==> src/sv/tzrc_pkg.sv <==
`timescale 1ns / 1ps
`default_nettype none
// ----------------------------------------------------------------------------
// Two-stage zero-run compressor package
// Shared types, constants and register indexes for the compressor modules.
// ----------------------------------------------------------------------------
package tzrc_pkg;

   localparam int CHAR_BITS         = 7;
   localparam int BYTE_BITS         = 8;
   localparam int CFG_BITS          = 3;
   localparam int DEF_MAX_CODE_BITS = 4;

   localparam logic [CFG_BITS-1:0] FIRST_CODE_BITS_RST  = 3'd2;
   localparam logic [CFG_BITS-1:0] SECOND_CODE_BITS_RST = 3'd3;

   // Configuration register indexes.
   typedef enum logic {
      CFG_FIRST_CODE_BITS  = 1'b0,
      CFG_SECOND_CODE_BITS = 1'b1
   } cfg_index_type;

   // Classification of an incoming item.
   typedef enum logic {
      KIND_CHAR  = 1'b0,
      KIND_FLUSH = 1'b1
   } item_kind_type;

   typedef struct packed {
      item_kind_type        kind;
      logic [CHAR_BITS-1:0] character;
   } item_type;

   // Back-end sequencer states.
   typedef enum logic [2:0] {
      ST_IDLE = 3'b001,
      ST_RUN  = 3'b010,
      ST_DONE = 3'b100
   } state_type;

endpackage
`default_nettype wire

==> src/sv/tzrc_front.sv <==
`timescale 1ns / 1ps
`default_nettype none
// ----------------------------------------------------------------------------
// Compressor front end
// Accepts items, classifies them as character or flush, and queues them.
// ----------------------------------------------------------------------------
module tzrc_front (
   input  wire logic                               clock,
   input  wire logic                               reset,
   input  wire logic                               req_valid,
   output logic                                    req_ready,
   input  wire logic [tzrc_pkg::CHAR_BITS-1:0]     req_character,
   input  wire logic                               req_flush,
   output logic                                    head_valid,
   output tzrc_pkg::item_type                      head_item,
   input  wire logic                               head_pop
);
   import tzrc_pkg::*;

   localparam int DEPTH = 2;
   localparam int PW    = $clog2(DEPTH);
   localparam int CNTW  = $clog2(DEPTH + 1);

   item_type          q_ff [DEPTH];
   logic [PW-1:0]     wr_ptr_ff, wr_ptr_in;
   logic [PW-1:0]     rd_ptr_ff, rd_ptr_in;
   logic [CNTW-1:0]   count_ff, count_in;
   logic              push;
   logic              pop;
   item_type          new_item;

   assign req_ready  = (count_ff != CNTW'(DEPTH));
   assign head_valid = (count_ff != '0);
   assign head_item  = q_ff[rd_ptr_ff];
   assign push       = req_valid && req_ready;
   assign pop        = head_pop && head_valid;

   always_comb begin
      new_item.kind      = req_flush ? KIND_FLUSH : KIND_CHAR;
      new_item.character = req_character;
   end

   always_comb begin
      wr_ptr_in = push ? PW'(wr_ptr_ff + PW'(1)) : wr_ptr_ff;
      rd_ptr_in = pop  ? PW'(rd_ptr_ff + PW'(1)) : rd_ptr_ff;
      count_in  = count_ff;
      if (push && !pop) begin
         count_in = count_ff + CNTW'(1);
      end else if (pop && !push) begin
         count_in = count_ff - CNTW'(1);
      end
   end

   always_ff @(posedge clock) begin
      if (reset) begin
         wr_ptr_ff <= '0;
         rd_ptr_ff <= '0;
         count_ff  <= '0;
      end else begin
         wr_ptr_ff <= wr_ptr_in;
         rd_ptr_ff <= rd_ptr_in;
         count_ff  <= count_in;
      end
   end

   always_ff @(posedge clock) begin
      if (push) begin
         q_ff[wr_ptr_ff] <= new_item;
      end
   end

endmodule
`default_nettype wire

==> src/sv/tzrc_back.sv <==
`timescale 1ns / 1ps
`default_nettype none
// ----------------------------------------------------------------------------
// Compressor back end
// Serial two-stage zero-run encoder, bit packer and output register.
// ----------------------------------------------------------------------------
module tzrc_back #(
   parameter int MAX_CODE_BITS = tzrc_pkg::DEF_MAX_CODE_BITS
) (
   input  wire logic                               clock,
   input  wire logic                               reset,
   input  wire logic [tzrc_pkg::CFG_BITS-1:0]      first_code_bits,
   input  wire logic [tzrc_pkg::CFG_BITS-1:0]      second_code_bits,
   input  wire logic                               head_valid,
   input  wire tzrc_pkg::item_type                 head_item,
   output logic                                    head_pop,
   output logic                                    rsp_valid,
   input  wire logic                               rsp_ready,
   output logic [tzrc_pkg::BYTE_BITS-1:0]          rsp_packed_byte,
   output logic                                    rsp_last_of_item
);
   import tzrc_pkg::*;

   localparam int CW = $clog2(MAX_CODE_BITS + 1);
   localparam int MW = MAX_CODE_BITS;
   localparam int PW = CHAR_BITS + MAX_CODE_BITS;
   localparam int TW = $clog2(PW + 1);
   localparam int BW = $clog2(CHAR_BITS + 1);
   localparam logic [CW-1:0] MAX_W = CW'(MAX_CODE_BITS);

   state_type              state_ff, state_in;
   logic [CHAR_BITS-1:0]   chr_ff, chr_in;
   logic [BW-1:0]          bits_ff, bits_in;
   logic [MW-1:0]          code1_ff, code1_in;
   logic [CW-1:0]          c1left_ff, c1left_in;
   logic [MW-1:0]          cnt1_ff, cnt1_in;
   logic [MW-1:0]          cnt2_ff, cnt2_in;
   logic [CHAR_BITS-1:0]   buf_ff, buf_in;
   logic [2:0]             fill_ff, fill_in;
   logic                   pend_valid_ff, pend_valid_in;
   logic [BYTE_BITS-1:0]   pend_byte_ff, pend_byte_in;
   logic                   out_valid_ff, out_valid_in;
   logic [BYTE_BITS-1:0]   out_byte_ff, out_byte_in;
   logic                   out_last_ff, out_last_in;

   logic [CW-1:0]          w1, w2;
   logic [MW-1:0]          esc1, esc2;
   logic                   out_free, adv;

   logic                   s1_bit, s1_emit;
   logic [MW:0]            s1_inc;
   logic [MW-1:0]          s1_code, s1_cnt;
   logic                   s2_bit, s2_emit;
   logic [MW:0]            s2_inc;
   logic [MW-1:0]          s2_code, s2_cnt;

   logic [CW-1:0]          pk_n;
   logic [PW-1:0]          pk_wide;
   logic [TW-1:0]          pk_total, pk_rem;
   logic                   pk_done;
   logic [BYTE_BITS-1:0]   pk_byte;
   logic [CHAR_BITS-1:0]   pk_buf;
   logic [2:0]             pk_fill;
   logic [BYTE_BITS-1:0]   flush_byte;

   function automatic logic [CW-1:0] clamp_w(input logic [CFG_BITS-1:0] v);
      logic [CW-1:0] r;
      if (v == '0) begin
         r = CW'(1);
      end else if (int'(v) > MAX_CODE_BITS) begin
         r = MAX_W;
      end else begin
         r = CW'(v);
      end
      return r;
   endfunction

   assign w1   = clamp_w(first_code_bits);
   assign w2   = clamp_w(second_code_bits);
   assign esc1 = MW'((1 << w1) - 1);
   assign esc2 = MW'((1 << w2) - 1);

   assign out_free = !out_valid_ff || rsp_ready;
   assign adv      = !pend_valid_ff || out_free;

   // Stage one: one character bit.
   always_comb begin
      s1_bit = chr_ff[CHAR_BITS-1];
      s1_inc = {1'b0, cnt1_ff} + (MW+1)'(1);
      if (s1_bit) begin
         s1_emit = 1'b1;
         s1_code = (cnt1_ff >= esc1) ? esc1 : cnt1_ff;
         s1_cnt  = '0;
      end else if (s1_inc >= {1'b0, esc1}) begin
         s1_emit = 1'b1;
         s1_code = esc1;
         s1_cnt  = '0;
      end else begin
         s1_emit = 1'b0;
         s1_code = '0;
         s1_cnt  = s1_inc[MW-1:0];
      end
   end

   // Stage two: one code bit from stage one.
   always_comb begin
      s2_bit = code1_ff[MW-1];
      s2_inc = {1'b0, cnt2_ff} + (MW+1)'(1);
      if (s2_bit) begin
         s2_emit = 1'b1;
         s2_code = (cnt2_ff >= esc2) ? esc2 : cnt2_ff;
         s2_cnt  = '0;
      end else if (s2_inc >= {1'b0, esc2}) begin
         s2_emit = 1'b1;
         s2_code = esc2;
         s2_cnt  = '0;
      end else begin
         s2_emit = 1'b0;
         s2_code = '0;
         s2_cnt  = s2_inc[MW-1:0];
      end
   end

   // Packer: append the stage-two code and cut off a byte when eight bits are in.
   always_comb begin
      pk_n     = s2_emit ? w2 : '0;
      pk_wide  = (PW'(buf_ff) << pk_n) | PW'(s2_code);
      pk_total = TW'(fill_ff) + TW'(pk_n);
      pk_done  = (pk_total >= TW'(BYTE_BITS));
      pk_rem   = pk_total - TW'(BYTE_BITS);
      pk_byte  = BYTE_BITS'(pk_wide >> pk_rem);
      if (pk_done) begin
         pk_buf  = CHAR_BITS'(pk_wide & ((PW'(1) << pk_rem) - PW'(1)));
         pk_fill = 3'(pk_rem);
      end else begin
         pk_buf  = CHAR_BITS'(pk_wide);
         pk_fill = 3'(pk_total);
      end
      flush_byte = BYTE_BITS'({1'b0, buf_ff} << (4'(BYTE_BITS) - {1'b0, fill_ff}));
   end

   always_comb begin
      state_in      = state_ff;
      chr_in        = chr_ff;
      bits_in       = bits_ff;
      code1_in      = code1_ff;
      c1left_in     = c1left_ff;
      cnt1_in       = cnt1_ff;
      cnt2_in       = cnt2_ff;
      buf_in        = buf_ff;
      fill_in       = fill_ff;
      pend_valid_in = pend_valid_ff;
      pend_byte_in  = pend_byte_ff;
      out_valid_in  = out_valid_ff && !rsp_ready;
      out_byte_in   = out_byte_ff;
      out_last_in   = out_last_ff;
      head_pop      = 1'b0;
      case (state_ff)
         ST_IDLE: begin
            if (head_valid) begin
               if (head_item.kind == KIND_FLUSH) begin
                  if (fill_ff == '0 || out_free) begin
                     head_pop = 1'b1;
                     if (fill_ff != '0) begin
                        out_valid_in = 1'b1;
                        out_byte_in  = flush_byte;
                        out_last_in  = 1'b1;
                     end
                     buf_in  = '0;
                     fill_in = '0;
                     cnt1_in = '0;
                     cnt2_in = '0;
                  end
               end else begin
                  head_pop  = 1'b1;
                  chr_in    = head_item.character;
                  bits_in   = BW'(CHAR_BITS);
                  c1left_in = '0;
                  state_in  = ST_RUN;
               end
            end
         end
         ST_RUN: begin
            if (adv) begin
               if (c1left_ff != '0) begin
                  code1_in  = code1_ff << 1;
                  c1left_in = c1left_ff - CW'(1);
                  cnt2_in   = s2_cnt;
                  buf_in    = pk_buf;
                  fill_in   = pk_fill;
                  if (pk_done) begin
                     // The held byte is not the last one; a newer byte replaces it.
                     if (pend_valid_ff) begin
                        out_valid_in = 1'b1;
                        out_byte_in  = pend_byte_ff;
                        out_last_in  = 1'b0;
                     end
                     pend_valid_in = 1'b1;
                     pend_byte_in  = pk_byte;
                  end
               end else if (bits_ff != '0) begin
                  chr_in  = chr_ff << 1;
                  bits_in = bits_ff - BW'(1);
                  cnt1_in = s1_cnt;
                  if (s1_emit) begin
                     code1_in  = s1_code << (MAX_W - w1);
                     c1left_in = w1;
                  end
               end else begin
                  state_in = ST_DONE;
               end
            end
         end
         ST_DONE: begin
            if (!pend_valid_ff) begin
               state_in = ST_IDLE;
            end else if (out_free) begin
               out_valid_in  = 1'b1;
               out_byte_in   = pend_byte_ff;
               out_last_in   = 1'b1;
               pend_valid_in = 1'b0;
               state_in      = ST_IDLE;
            end
         end
         default: begin
            state_in = ST_IDLE;
         end
      endcase
   end

   always_ff @(posedge clock) begin
      if (reset) begin
         state_ff      <= ST_IDLE;
         bits_ff       <= '0;
         c1left_ff     <= '0;
         cnt1_ff       <= '0;
         cnt2_ff       <= '0;
         buf_ff        <= '0;
         fill_ff       <= '0;
         pend_valid_ff <= 1'b0;
         out_valid_ff  <= 1'b0;
      end else begin
         state_ff      <= state_in;
         bits_ff       <= bits_in;
         c1left_ff     <= c1left_in;
         cnt1_ff       <= cnt1_in;
         cnt2_ff       <= cnt2_in;
         buf_ff        <= buf_in;
         fill_ff       <= fill_in;
         pend_valid_ff <= pend_valid_in;
         out_valid_ff  <= out_valid_in;
      end
   end

   always_ff @(posedge clock) begin
      chr_ff       <= chr_in;
      code1_ff     <= code1_in;
      pend_byte_ff <= pend_byte_in;
      out_byte_ff  <= out_byte_in;
      out_last_ff  <= out_last_in;
   end

   assign rsp_valid        = out_valid_ff;
   assign rsp_packed_byte  = out_byte_ff;
   assign rsp_last_of_item = out_last_ff;

`ifndef ASSERT_OFF
   a_idle_no_pending: assert property (@(posedge clock) disable iff (reset)
      (state_ff == ST_IDLE) |-> !pend_valid_ff)
      else $error("held byte survived past the end of its item");

   a_code_left_bound: assert property (@(posedge clock) disable iff (reset)
      c1left_ff <= MAX_W)
      else $error("stage one code bit count exceeds the widest code");

   a_done_drained: assert property (@(posedge clock) disable iff (reset)
      (state_ff == ST_DONE) |-> (c1left_ff == '0 && bits_ff == '0))
      else $error("item finished with bits still to encode");

   a_flush_clears: assert property (@(posedge clock) disable iff (reset)
      (head_pop && head_item.kind == KIND_FLUSH) |=>
      (fill_ff == '0 && cnt1_ff == '0 && cnt2_ff == '0))
      else $error("flush left packer or run state behind");

   a_pop_valid: assert property (@(posedge clock) disable iff (reset)
      head_pop |-> head_valid)
      else $error("queue popped while empty");
`endif

endmodule
`default_nettype wire

==> src/sv/two_stage_zero_run_compressor.sv <==
`timescale 1ns / 1ps
`default_nettype none
// ----------------------------------------------------------------------------
// Two-stage zero-run compressor
// Serializes 7-bit characters through two cascaded zero-run encoders and
// packs the resulting code bits into bytes.
// ----------------------------------------------------------------------------
//
//   Channel   Direction   Handshake              Payload
//   req_      in          req_valid/req_ready    req_character[6:0], req_flush
//   rsp_      out         rsp_valid/rsp_ready    rsp_packed_byte[7:0],
//                                                rsp_last_of_item
//   csr_      in          csr_valid/csr_ready    csr_index, csr_wdata[2:0]
//
// In the back end a character item is loaded, each of its character bits
// is run through stage one, each stage-one code bit is fed to stage two,
// and the item is closed out. A flush item is handled in the idle state.
// Reset is synchronous and active high; it restores the code widths to 2 and 3
// and clears run counts, packer and queue. There is no clearing pass.
// A two-entry queue lets the front keep taking items while the back end is
// busy or stalled on rsp_ready; the back end stalls when the output register
// is full and it holds a byte or has a flushed byte to move into it.
//
module two_stage_zero_run_compressor #(
   parameter int MAX_CODE_BITS = tzrc_pkg::DEF_MAX_CODE_BITS
) (
   input  wire logic                               clock,
   input  wire logic                               reset,
   // Input items
   input  wire logic                               req_valid,
   output logic                                    req_ready,
   input  wire logic [tzrc_pkg::CHAR_BITS-1:0]     req_character,
   input  wire logic                               req_flush,
   // Result items
   output logic                                    rsp_valid,
   input  wire logic                               rsp_ready,
   output logic [tzrc_pkg::BYTE_BITS-1:0]          rsp_packed_byte,
   output logic                                    rsp_last_of_item,
   // Configuration writes
   input  wire logic                               csr_valid,
   output logic                                    csr_ready,
   input  wire logic                               csr_index,
   input  wire logic [tzrc_pkg::CFG_BITS-1:0]      csr_wdata
);
   import tzrc_pkg::*;

   // Code width registers. Out-of-range values are clamped in the back end.
   logic [CFG_BITS-1:0] first_bits_ff, first_bits_in;
   logic [CFG_BITS-1:0] second_bits_ff, second_bits_in;

   logic     head_valid;
   item_type head_item;
   logic     head_pop;

   // Writes are always taken.
   assign csr_ready = 1'b1;

   always_comb begin
      first_bits_in  = first_bits_ff;
      second_bits_in = second_bits_ff;
      if (csr_valid) begin
         case (cfg_index_type'(csr_index))
            CFG_FIRST_CODE_BITS: begin
               first_bits_in = csr_wdata;
            end
            CFG_SECOND_CODE_BITS: begin
               second_bits_in = csr_wdata;
            end
            default: begin
               first_bits_in = first_bits_ff;
            end
         endcase
      end
   end

   always_ff @(posedge clock) begin
      if (reset) begin
         first_bits_ff  <= FIRST_CODE_BITS_RST;
         second_bits_ff <= SECOND_CODE_BITS_RST;
      end else begin
         first_bits_ff  <= first_bits_in;
         second_bits_ff <= second_bits_in;
      end
   end

   // The front end classifies and queues items.
   tzrc_front u_front (
      .clock         (clock),
      .reset         (reset),
      .req_valid     (req_valid),
      .req_ready     (req_ready),
      .req_character (req_character),
      .req_flush     (req_flush),
      .head_valid    (head_valid),
      .head_item     (head_item),
      .head_pop      (head_pop)
   );

   // Back end: one bit per cycle unless stalled; drives the result register.
   tzrc_back #(
      .MAX_CODE_BITS (MAX_CODE_BITS)
   ) u_back (
      .clock            (clock),
      .reset            (reset),
      .first_code_bits  (first_bits_ff),
      .second_code_bits (second_bits_ff),
      .head_valid       (head_valid),
      .head_item        (head_item),
      .head_pop         (head_pop),
      .rsp_valid        (rsp_valid),
      .rsp_ready        (rsp_ready),
      .rsp_packed_byte  (rsp_packed_byte),
      .rsp_last_of_item (rsp_last_of_item)
   );

endmodule
`default_nettype wire

==> config.mk <==
export PLATFORM = sky130hd
export DESIGN_NAME = two_stage_zero_run_compressor
export DESIGN_NICKNAME = d
export VERILOG_FILES = /design/src/sv/tzrc_pkg.sv /design/src/sv/tzrc_front.sv /design/src/sv/tzrc_back.sv /design/src/sv/two_stage_zero_run_compressor.sv
export SDC_FILE = /design/constraint.sdc
export NUM_CORES = 1
export LEC_CHECK = 0
export BUFFER_PORTS_ARGS = -buffer_cell sky130_fd_sc_hd__buf_4
export CAP_MARGIN = 20
export CORE_MARGIN = 4
export CORE_UTILIZATION = 58
export CTS_BUF_LIST = sky130_fd_sc_hd__clkbuf_8
export DETAILED_ROUTE_END_ITERATION = 12
export GPL_ROUTABILITY_DRIVEN = 0
export PLACE_DENSITY = 0.79
export SLEW_MARGIN = 30
export SYNTH_ARGS = -nofsm -noshare
export SYNTH_HDL_FRONTEND = slang
export SYNTH_HIERARCHICAL = 1
export SYNTH_SLANG_ARGS = --single-unit
==> constraint.sdc <==
create_clock -name clock -period 4 [get_ports clock]
set_input_delay 0.6 -clock clock [delete_from_list [all_inputs] [get_ports clock]]
set_output_delay 0.6 -clock clock [all_outputs]
set_load 0.01 [all_outputs]
==> metrics.txt <==
status=finished clean; drt pass-1 iters=5; Critical Path Source=second_bits_ff[1]; worst slew pin tran=between 0.8 and 0.9 ns; Worst Hold Class=in2reg; Fmax achieved=264 MHz; Tmin final=~3.8 ns; Post-Syn Instances=651; Async S/R FF share, synth=0%; CTS Sinks=84; first-pass GRT wire length=23800 um; Tcrit/Tclk final=94.8%; height of the die=about 110 um; die area=11600 sq um; RSZ-0062 raised after global routing=false; Post-Route Setup TNS=0 ns; syn_area_per_cell=between 8 and 9 sq um; DRT Wirelength=14300 um; HP Start=req_character[4]; Post-synth EDFFs=44; # diodes=0; # rows=36; per-cell routed wire length=17.4 um; Num CTS Buffers=9; Longest Clk Path Bufs=2; Via density=6.28; r2r startpoint=second_bits_ff[1]; crit path kind=reg2reg; largest family of logic cells by synthesized area=compound AO/OA/AOI/OAI gates; mux cell area share after synthesis=5.47%; initial antenna violation count=0; CP startpoint kind=flop; Synth Area in Compound Gates=23.6%; slew margin rel.=a little over two fifths; clock skew=0.0150 ns; fraction of the mapped netlist area in simple logic gates=18.6%; clock-pin transition on the worst setup and hold timing paths=~0.11 ns; Final ANT Viol Nets=0; Setup Viol. Count Final=0; core area=~10000 sq um; I/O Buffers=27; max-cap viol count=0; critical path capture point type=flop; CTS tree=built; H-tree depth=3; Clk Latency, worst-skew pair=~0.36 ns; synthesized cell area=just under 6000 sq um; post-synthesis xor/xnor area fraction=~2.4%; Final HPWL DP=about 11000 um; fin area=6460 sq um; Placed Area=6220 sq um; Final Hold Fails=0; root buffer cell=clkbuf_8; drt drc=0; Finished Core Util=66.4%; DRT iter0 DRCs=495; Die W=roughly 110 um; Ys Warns=6; worst path required time=4.24 ns; I/O pins=29; final slew viol count=0; initial core utilization=59.5%; Vias=5162; PwrDens=397 nW/um^2; largest net degree at the start of global routing=44; all-layer global routing usage=25.3%; Synth cell types=83; vias in the first global route=roughly 5000; peak fanout along the critical path=8; data arrival time of the critical path=4.03 ns; Synth Register Bits=84; layout cell share with drive strength beyond 1=17.9%; nets@finish=734; Pwr Total=about 2.6 mW; Area growth syn-to-layout=11.5%; worst vdd ir=between 0.0003 and 0.0004 V; Adder-Cell Fraction of Synth Area=under 10%; register area share after synthesis=36.6%; Leak=2.52 nW; grt total ovfl=0; Main synth FF type=edfxtp_1
-- flip-flops by register name (all words and copies together), names as in the netlist, 4 cells and up, named ones only --
name,cells
u_back/buf_ff,7
u_back/chr_ff,7
u_back/cnt1_ff,4
u_back/cnt2_ff,4
u_back/code1_ff,4
u_back/pend_byte_ff,8
u_back/rsp_packed_byte,8
u_front/q_ff,16
-- cell families after synthesis --
| family | after synthesis |
|---|---|
| other | 2 |
| AND/OR/NAND/NOR | 226 |
| XOR/XNOR | 14 |
| multiplexers | 30 |
| flip-flops | 84 |
| buffers and inverters | 66 |
| AO/OA/AOI/OAI | 194 |
| adder cells (fa/ha/maj) | 35 |
-- per-stage QoR --
step / hold slack [ns] / instances / worst slack [ns]
6_report: 0.413 / 822 / 0.206
2_1_floorplan: 0.432 / 653 / 0.0134
5_1_grt: 0.382 / 822 / 0.00204
3_3_place_gp: 0.441 / 805 / 0.204
3_5_place_dp: 0.456 / 805 / 0.0969
4_1_cts: 0.396 / 821 / 0.0577
-- critical path, stage by stage (launching register included) --
cell      delay [ns]
dfxtp_1         0.32
or2_2           0.34
ha_4            0.29
ha_1            0.21
a21boi_2        0.16
or2_4           0.25
a31oi_4         0.17
o21a_2          0.19
inv_1           0.07
ha_1            0.21
a21o_4          0.24
and2_1          0.18
a21o_4          0.22
nand3_2         0.10
ha_4            0.18
a21oi_1         0.07
o221ai_1        0.17
nand2_1         0.07
a32oi_1         0.19
nor2_1          0.05
-- where the power goes --
part           total, mW  internal, mW  leakage, nW  switching [mW]
combinational      0.821         0.324         1.67           0.497
sequential          1.13          1.04        0.749          0.0847
clock              0.617         0.249        0.103           0.369
-- path summary, 6_finish.rpt --
path	slack, ns	end	depth (start not counted)
worst max register to register	0.21	u_back/buf_ff[6]	19
worst min register to register	0.47	u_back/c1left_ff[1]	2
worst max-delay path	0.21	u_back/buf_ff[6]	19
worst min-delay path	0.41	u_front/q_ff[0][4]	1
-- synthesized netlist by cell type (3+ instances only) --
library cell | instances | area share [%]
nor4_1 | 4 | 0.43
or2_2 | 4 | 0.43
a22oi_1 | 7 | 0.91
ha_1 | 33 | 7.1
a311oi_1 | 3 | 0.45
nor3_1 | 13 | 1.1
mux2_2 | 13 | 2.5
a211oi_1 | 6 | 0.78
a31o_2 | 4 | 0.60
o32ai_1 | 3 | 0.45
o21ai_0 | 36 | 3.1
a31oi_1 | 9 | 0.97
o2111ai_1 | 4 | 0.60
a21oi_1 | 46 | 4.0
nor3b_1 | 4 | 0.52
or3_1 | 5 | 0.54
dfxtp_1 | 40 | 14
a21boi_0 | 5 | 0.65
xor2_1 | 7 | 1.1
edfxtp_1 | 44 | 23
inv_1 | 32 | 2.1
nor2_1 | 66 | 4.3
nand3_1 | 12 | 1.0
clkbuf_1 | 19 | 1.2
o211a_1 | 4 | 0.69
and3_1 | 7 | 0.76
nand2b_1 | 16 | 1.7
nor2b_1 | 5 | 0.54
xnor2_1 | 5 | 0.76
o22ai_1 | 5 | 0.54
nand3b_1 | 4 | 0.52
a21o_1 | 5 | 0.65
o211ai_1 | 6 | 0.78
o31ai_1 | 9 | 1.2
mux2i_1 | 17 | 2.9
o21a_1 | 5 | 0.65
and2_1 | 6 | 0.65
nand2_1 | 72 | 4.7
a32oi_1 | 7 | 1.1
clkbuf_8 | 6 | 1.4
-- timing repair --
item | 4_1_cts | 5_1_grt
hold buffers | 0 | 0
setup endpoints to repair | 0 | 19
resized for setup | 0 | 6
buffers inserted | 0 | 1
endpoints found under the hold margin | 0 | 0
-- final cells by class --
cell class | instances | area [sq um]
clock buffers | 9 | 124
clock inverters | 7 | 76.3
fillers | 812 | 3270
inverters | 33 | 124
multi-input cells | 503 | 3450
flip-flops and latches | 84 | 2120
well taps | 133 | 166
repair buffers | 53 | 398
-- cell usage in the layout, fill, tap and decap left out, types with 5 or more instances in the layout --
cell type  instances
clkbuf_8           9
a22oi_1            7
ha_1              30
and2_1             6
or3_1              5
mux2_2            13
o211ai_1           6
a21oi_1           46
dfxtp_1           38
nor2b_1            5
o21a_1             5
nand2_1           71
nor3_1            13
mux2i_1           17
a32oi_1            7
nand3_1           11
edfxtp_1          44
xor2_1             7
nor2_1            65
a211oi_1           6
o31ai_1            9
a31oi_1            8
nand2b_1          16
o21ai_0           35
inv_1             32
buf_4             53
o22ai_1            5
and3_1             7
-- metal layers --
metal | share of wire (%) | track usage, % | wire, um
met1 | 43 | 33.9 | 6130
met5 | 0 | 0 | 0
met4 | 2.5 | 9.11 | 360
met2 | 47 | 41.5 | 6740
met3 | 7.3 | 4.20 | 1050
Note: power is estimated with default switching activity, not from simulation.
